--- src/design/mtf_pkg.sv ---
package mtf_pkg;

	localparam int DEPTH     = 16;
	localparam int KEY_WIDTH = 64;
	localparam int IDX_W     = (DEPTH > 1) ? $clog2(DEPTH) : 1;
	localparam int CNT_W     = $clog2(DEPTH + 1);

	localparam logic [4:0] CLOCK_HOUR_RESET = 5'd14;
	localparam logic [5:0] MINUTES_PER_HOUR = 6'd60;
	localparam logic [4:0] HOURS_PER_DAY    = 5'd24;

	localparam logic FUNC_RECORD = 1'b0;
	localparam logic FUNC_READ   = 1'b1;

	typedef struct packed {
		logic        func;
		logic [63:0] key;
		logic [3:0]  index;
	} in_item_t;

	typedef struct packed {
		logic        hit;
		logic [3:0]  hit_position;
		logic [4:0]  entry_count;
		logic        entry_valid;
		logic [63:0] entry_key;
		logic [4:0]  entry_hour;
		logic [5:0]  entry_minute;
	} out_item_t;

	typedef struct packed {
		logic [KEY_WIDTH-1:0] key;
		logic [4:0]           hour;
		logic [5:0]           minute;
	} entry_t;

	typedef struct packed {
		logic compare;
		logic commit;
	} cell_ctl_t;

endpackage

--- src/design/mtf_cell.sv ---
module mtf_cell (
	input  logic                              clk,
	input  logic                              arst_n,
	input  mtf_pkg::cell_ctl_t                ctl,
	input  logic                              valid,
	input  logic [mtf_pkg::KEY_WIDTH-1:0]     cmp_key,
	input  mtf_pkg::entry_t                   prev,
	input  logic                              seen_in,
	output mtf_pkg::entry_t                   entry,
	output logic                              seen_out,
	output logic                              match
);
	import mtf_pkg::*;

	entry_t entry_q;
	logic   match_q;

	always_ff @(posedge clk or negedge arst_n) begin
		if (!arst_n) begin
			match_q <= 1'b0;
		end else if (ctl.compare) begin
			match_q <= valid && (entry_q.key == cmp_key);
		end
	end

	// A cell takes its left neighbor's entry unless the matching key lies before it.
	always_ff @(posedge clk) begin
		if (ctl.commit && !seen_in) begin
			entry_q <= prev;
		end
	end

	assign entry    = entry_q;
	assign match    = match_q;
	assign seen_out = seen_in | match_q;

endmodule

--- src/design/move_to_front_history_list_unit.sv ---
// Channel  Direction  Handshake           Payload
// in       input      in_valid/in_stall   in_data   (mtf_pkg::in_item_t)
// out      output     out_valid/out_stall out_data  (mtf_pkg::out_item_t)
//
// The transfer cycle of an item compares the key in all cells at once, and the busy state
// that follows moves entries one cell along the chain on a record and loads the output
// register. The busy state waits while a previous result is still held and out_stall is high.
// in_stall is high while an item is in the busy state.
// Reset empties the list and sets the clock to 14:00; list contents need no clearing.
module move_to_front_history_list_unit (
	input  logic               clk,
	input  logic               arst_n,
	input  logic               in_valid,
	output logic               in_stall,
	input  mtf_pkg::in_item_t  in_data,
	output logic               out_valid,
	input  logic               out_stall,
	output mtf_pkg::out_item_t out_data
);
	import mtf_pkg::*;

	localparam logic ST_IDLE = 1'b0;
	localparam logic ST_BUSY = 1'b1;

	logic                 state_q;
	logic                 func_q;
	logic [KEY_WIDTH-1:0] key_q;
	logic [3:0]           index_q;
	logic [CNT_W-1:0]     count_q;
	logic [4:0]           hour_q;
	logic [5:0]           minute_q;
	logic                 out_valid_q;
	out_item_t            out_q;

	logic                 accept;
	logic                 commit;
	logic                 commit_record;
	logic [4:0]           hour_nx;
	logic [5:0]           minute_nx;
	logic [CNT_W-1:0]     count_nx;
	logic                 any_hit;
	logic [IDX_W-1:0]     hit_pos;
	logic [IDX_W-1:0]     rd_idx;
	logic                 rd_ok;
	cell_ctl_t            ctl;
	entry_t               new_entry;
	entry_t               entries [DEPTH];
	entry_t               chain   [DEPTH];
	logic                 seen    [DEPTH+1];
	logic [DEPTH-1:0]     match_vec;

	assign in_stall      = (state_q == ST_BUSY);
	assign accept        = in_valid && !in_stall;
	assign commit        = (state_q == ST_BUSY) && (!out_valid_q || !out_stall);
	assign commit_record = commit && (func_q == FUNC_RECORD);

	always_comb begin
		minute_nx = minute_q + 6'd1;
		hour_nx   = hour_q;
		if (minute_nx >= MINUTES_PER_HOUR) begin
			minute_nx = 6'd0;
			hour_nx   = (hour_q + 5'd1 >= HOURS_PER_DAY) ? 5'd0 : hour_q + 5'd1;
		end
	end

	assign new_entry = '{key: key_q, hour: hour_nx, minute: minute_nx};
	assign ctl       = '{compare: accept, commit: commit_record};
	assign chain[0]  = new_entry;
	assign seen[0]   = 1'b0;

	for (genvar i = 0; i < DEPTH; i++) begin : g_cell
		mtf_cell u_cell (
			.clk      (clk),
			.arst_n   (arst_n),
			.ctl      (ctl),
			.valid    (CNT_W'(i) < count_q),
			.cmp_key  (in_data.key[KEY_WIDTH-1:0]),
			.prev     (chain[i]),
			.seen_in  (seen[i]),
			.entry    (entries[i]),
			.seen_out (seen[i+1]),
			.match    (match_vec[i])
		);
		if (i < DEPTH - 1) begin : g_link
			assign chain[i+1] = entries[i];
		end
	end

	always_comb begin
		hit_pos = '0;
		for (int i = 0; i < DEPTH; i++) begin
			if (match_vec[i]) begin
				hit_pos = hit_pos | IDX_W'(i);
			end
		end
	end

	assign any_hit  = seen[DEPTH];
	assign count_nx = (!any_hit && count_q < CNT_W'(DEPTH)) ? count_q + CNT_W'(1) : count_q;
	assign rd_idx   = IDX_W'(index_q);
	assign rd_ok    = 32'(index_q) < 32'(count_q);

	always_ff @(posedge clk or negedge arst_n) begin
		if (!arst_n) begin
			state_q     <= ST_IDLE;
			count_q     <= '0;
			hour_q      <= CLOCK_HOUR_RESET;
			minute_q    <= 6'd0;
			out_valid_q <= 1'b0;
		end else begin
			unique case (state_q)
				ST_IDLE: begin
					if (accept) begin
						state_q <= ST_BUSY;
					end
				end
				ST_BUSY: begin
					if (commit) begin
						state_q <= ST_IDLE;
					end
				end
				default: state_q <= ST_IDLE;
			endcase
			if (commit_record) begin
				count_q  <= count_nx;
				hour_q   <= hour_nx;
				minute_q <= minute_nx;
			end
			if (commit) begin
				out_valid_q <= 1'b1;
			end else if (!out_stall) begin
				out_valid_q <= 1'b0;
			end
		end
	end

	always_ff @(posedge clk) begin
		if (accept) begin
			func_q  <= in_data.func;
			key_q   <= in_data.key[KEY_WIDTH-1:0];
			index_q <= in_data.index;
		end
		if (commit) begin
			if (func_q == FUNC_RECORD) begin
				out_q.hit          <= any_hit;
				out_q.hit_position <= any_hit ? 4'(hit_pos) : 4'd0;
				out_q.entry_count  <= 5'(count_nx);
				out_q.entry_valid  <= 1'b1;
				out_q.entry_key    <= 64'(key_q);
				out_q.entry_hour   <= hour_nx;
				out_q.entry_minute <= minute_nx;
			end else begin
				out_q.hit          <= 1'b0;
				out_q.hit_position <= 4'd0;
				out_q.entry_count  <= 5'(count_q);
				out_q.entry_valid  <= rd_ok;
				out_q.entry_key    <= rd_ok ? 64'(entries[rd_idx].key) : 64'd0;
				out_q.entry_hour   <= rd_ok ? entries[rd_idx].hour : 5'd0;
				out_q.entry_minute <= rd_ok ? entries[rd_idx].minute : 6'd0;
			end
		end
	end

	assign out_valid = out_valid_q;
	assign out_data  = out_q;

	a_count_bound: assert property (@(posedge clk) disable iff (!arst_n)
		count_q <= CNT_W'(DEPTH))
		else $error("entry count exceeds list depth");

	a_unique_match: assert property (@(posedge clk) disable iff (!arst_n)
		state_q == ST_BUSY |-> $onehot0(match_vec))
		else $error("key found in more than one cell");

	a_count_grows: assert property (@(posedge clk) disable iff (!arst_n)
		commit_record |=> count_q >= $past(count_q))
		else $error("entry count shrank on a record");

	a_clock_range: assert property (@(posedge clk) disable iff (!arst_n)
		minute_q < MINUTES_PER_HOUR && hour_q < HOURS_PER_DAY)
		else $error("stamp clock out of range");

	a_commit_busy: assert property (@(posedge clk) disable iff (!arst_n)
		commit |=> state_q == ST_IDLE && out_valid_q)
		else $error("result lost after commit");

endmodule

--- config.mk ---
export PLATFORM = sky130hd
export DESIGN_NAME = move_to_front_history_list_unit
export DESIGN_NICKNAME = d
export VERILOG_FILES = /design/src/design/mtf_pkg.sv /design/src/design/mtf_cell.sv /design/src/design/move_to_front_history_list_unit.sv
export SDC_FILE = /design/constraint.sdc
export NUM_CORES = 2
export LEC_CHECK = 0
export BUFFER_PORTS_ARGS = -buffer_cell sky130_fd_sc_hd__buf_2
export CAP_MARGIN = 30
export CORE_MARGIN = 2
export CORE_UTILIZATION = 40
export DETAILED_ROUTE_END_ITERATION = 16
export MAX_ROUTING_LAYER = met4
export PLACE_DENSITY_LB_ADDON = 0.1
export SETUP_SLACK_MARGIN = 0.2
export SLEW_MARGIN = 10
export SYNTH_ARGS = -nofsm -noshare
export SYNTH_HDL_FRONTEND = slang
export SYNTH_HIERARCHICAL = 1
export SYNTH_SLANG_ARGS = --single-unit
--- constraint.sdc ---
create_clock -name clk -period 21.5 [get_ports clk]
set_input_delay 2.15 -clock clk [delete_from_list [all_inputs] [get_ports clk]]
set_output_delay 2.15 -clock clk [all_outputs]
set_load 0.05 [all_outputs]
==> metrics.csv <==
metric,value,unit
synthesis-to-layout area growth,13.48,%
number of flops mapped to enable cells by yosys,1355,
worst skew pair latency,790,ps
"Cell Chain, Critical Path",or2_2 > or2_2 > or2_2 > or2_2 > or2_2 > or2_2 > or2_2 > or2_2 > or2_2 > or2_2 > or2_2 > or2_2 > or2_2 > or2_2 > or2_2 > nor2b_4 > buf_4 > buf_4,
number of cells on the worst reg-to-reg path,18,
Ys Warns,6,
share of cells above drive strength 1,0.1997,
post-synthesis sequential element count,1389,
worst setup margin,14280,ps
PostCTS Resize Cnt,0,
Worst EP required,21910,ps
worst setup path startpoint,g_cell[0].u_cell/match$_DFFE_PN0P_,
vias in the first global route,39620,
min-delay src,g_cell[5].u_cell/entry[4]$_DFFE_PP_,
clock root cell,clkbuf_16,
Final Hold Fails,0,
# DRC,0,
Placer Congestion,0.9280,
Initial Utilization,0.4016,
fin util,0.4558,
Final ANT Viol Nets,0,
max-capacitance violation count,0,
hold endpoint,g_cell[6].u_cell/entry[4]$_DFFE_PP_,
Power Dens Cells,92.42,mW/mm2
initial antenna violation count,12,
Post-CTS Setup Bufs,0,
routed vias/inst,5.994,
crit path launch type,flop,
DP Worst Slack,14280,ps
final instance area,0.07393,mm2
P_leak,23.65,nW
Post-Syn Area,0.06515,mm2
clk slew on worst S/H paths,60,ps
GRT overflow,0,
status,"complete, no violations",
Tcrit/Tclk final,0.3356,
Post-Route WL,222000,um
Setup Skew,21.84,ps
R2R Path End,g_cell[15].u_cell/entry[44]$_DFFE_PP_,
"Largest stage delay, worst path",690,ps
Cell variety after synth,64,
FF-to-FF setup slack,14280,ps
area of the core,0.1622,mm2
Hold Path Stages,0,
"Slew Viols, Final",0,
VDD IR max,0.00008398,V
CP max stage cell,buf_4,
Fillers,14250,
cell mode on critical path,or2_2,
Setup TNS,0,ps
WP data arrival,7620,ps
minimum clock period,7215,ps
Clock Sinks,1389,
1st-iter DRT viols,4819,
Worst Path Buf+Inv,2,
Final Setup Violations,0,
ys async rst share,0.02448,
crit path max fanout,41,
hold_buf cts,0,
Die Wd,407.6,um
critical path type,reg2reg,
f_max,0.1386,GHz
Mapped Cells,4019,
nature of the critical path endpoint,flop,
I/O pins,161,
Die ar.,0.1661,mm2
first-pass GRT wire length,313800,um
Vias,39530,
Rows,148,
Nets,4363,
Most used DFF post-synth,edfxtp_1,
Syn Area/Cell,16.21,um2
Die H,407.6,um
Reg-to-Reg Start,g_cell[0].u_cell/match$_DFFE_PN0P_,
I/O Buffers,160,
Hold WC Path Type,reg2reg,
largest net degree at the start of global routing,93,
drt pass-1 iters,10,
RSZ-0062 raised after global routing,no,
Inserted Clock Buffers,159,
CTS H-tree lvls,4,
Fin Hold WS,442.6,ps
dpl hpwl,149800,um
Worst slew margin,0.2759,
worst-margin pin slew,1076,ps
CTS tree,built,
"CP delay by family, top",simple AND/OR/NAND/NOR gates,
Placed Instance Area,0.06875,mm2
sequential-to-total area share from yosys stat,0.6377,
clock buffer depth,3,
routed len/inst,33.67,um
Total GRT Usage,0.2722,
-- layout by cell type (no fill, tap or decap), drive strengths merged, types with 5 or more instances in the layout --
| master | Yosys | routed |
|---|---|---|
| nor2b | 52 | 52 |
| nand2b | 51 | 51 |
| nand2 | 71 | 71 |
| o32ai | 19 | 19 |
| nor4 | 82 | 82 |
| nand3 | 21 | 21 |
| o221ai | 50 | 50 |
| inv | 271 | 283 |
| nor2 | 91 | 91 |
| clkinv | 1 | 73 |
| or2 | 16 | 16 |
| edfxtp | 1355 | 1355 |
| o22ai | 51 | 51 |
| xor2 | 83 | 83 |
| mux2 | 8 | 8 |
| o2111ai | 16 | 16 |
| a22o | 180 | 180 |
| nor3 | 8 | 8 |
| a222oi | 16 | 16 |
| a31oi | 7 | 7 |
| o21ai | 25 | 25 |
| a2111oi | 16 | 16 |
| a22oi | 16 | 16 |
| xnor2 | 677 | 677 |
| clkbuf | 61 | 185 |
| and4b | 16 | 16 |
| dfrtp | 31 | 31 |
| a21oi | 40 | 40 |
| nor4b | 16 | 16 |
| diode | 0 | 7 |
| bufinv | 0 | 18 |
| buf | 65 | 228 |
| ha | 6 | 6 |
| o2bb2ai | 104 | 104 |
| nand4 | 163 | 163 |
| mux4 | 300 | 300 |
| and2 | 5 | 5 |
-- registers in the layout, indices dropped and copies added, names as in the netlist --
signal,flops
g_cell.u_cell/entry,1200
out_data,86
key_q,64
g_cell.u_cell/match,16
minute_q,6
count_q,5
hour_q,5
index_q,4
func_q,1
in_stall,1
out_valid,1
-- worst max-delay path by stage --
stage	to	slack (ps)	cells past startpoint
global route	g_cell[15].u_cell/entry[44]$_DFFE_PP_	14100	18
CTS	g_cell[15].u_cell/entry[19]$_DFFE_PP_	14250	18
finish	g_cell[15].u_cell/entry[44]$_DFFE_PP_	14280	18
global placement	g_cell[15].u_cell/entry[20]$_DFFE_PP_	14260	18
floorplan	g_cell[15].u_cell/entry[0]$_DFFE_PP_	12850	16
detailed placement	g_cell[15].u_cell/entry[52]$_DFFE_PP_	14280	18
-- synth_stat cells (21+ instances only) --
| cell type | number | area (um2) |
|---|---|---|
| nand2_1 | 71 | 266.5 |
| xor2_1 | 83 | 727.0 |
| nor4_1 | 66 | 412.9 |
| inv_1 | 271 | 1017 |
| a21oi_1 | 40 | 200.2 |
| clkbuf_1 | 61 | 229.0 |
| o2bb2ai_1 | 104 | 910.9 |
| o221ai_1 | 50 | 437.9 |
| nor2_1 | 91 | 341.6 |
| mux4_2 | 300 | 6756 |
| o22ai_1 | 51 | 319.1 |
| nand3_1 | 21 | 105.1 |
| a22o_1 | 180 | 1577 |
| buf_2 | 29 | 145.1 |
| dfrtp_1 | 31 | 775.7 |
| edfxtp_1 | 1355 | 40690 |
| nand2b_1 | 51 | 319.1 |
| nand4_1 | 163 | 1020 |
| xnor2_1 | 677 | 5929 |
| o21ai_0 | 24 | 120.1 |
| nor2b_1 | 52 | 325.3 |
-- worst register-to-register path, delay by kind of cell, from the launching register on --
kind	cells	cell delay, ps
flip-flops	1	380
AND/OR/NAND/NOR	16	5180
buffers and inverters	2	1230
-- cell families (layout without fill, tap and decap cells) --
group / Yosys count / count (layout) / share of synthesized area
AO/OA/AOI/OAI: 555 / 555 / 0.07204
XOR/XNOR: 760 / 760 / 0.1022
adder cells (fa/ha/maj): 6 / 6 / 0.001152
buffers and inverters: 398 / 790 / 0.02562
flip-flops: 1389 / 1389 / 0.6377
multiplexers: 310 / 310 / 0.1056
other: 1 / 9 / 0.00005756
AND/OR/NAND/NOR: 600 / 600 / 0.05566
-- layout make-up --
type | instances | area (um2) | share of cell area
well taps | 2175 | 2721 | 0.03681
clock buffers | 184 | 4094 | 0.05537
clock inverters | 105 | 1064 | 0.01439
inverters | 272 | 1023 | 0.01384
flip-flops and latches | 1389 | 41540 | 0.5619
repair buffers | 229 | 1359 | 0.01838
multi-input cells | 2233 | 22110 | 0.2991
diodes | 7 | 17.52 | 0.0002369
-- stage by stage --
step,power (mW),instances
finish,6.833,6594
global route,7.037,6592
CTS,6.885,6586
detailed placement,4.135,6297
global placement,4.136,6291
floorplan,3.796,4020
-- where the power goes --
part	switching [mW]	internal [mW]	leakage, nW	total [mW]
Combinational	0.547	0.290	8.31	0.837
Sequential	0.110	3.13	12.8	3.24
Clock	1.17	1.59	2.53	2.75
Total	1.83	5.01	23.7	6.83
-- metal layers --
| metal | global-route usage | share of wire |
|---|---|---|
| met5 | - | 0 |
| met4 | 0.07209 | 0.027 |
| met3 | 0.04632 | 0.072 |
| met2 | 0.4168 | 0.47 |
| met1 | 0.3773 | 0.43 |
Note: power is estimated with default switching activity, not from simulation.
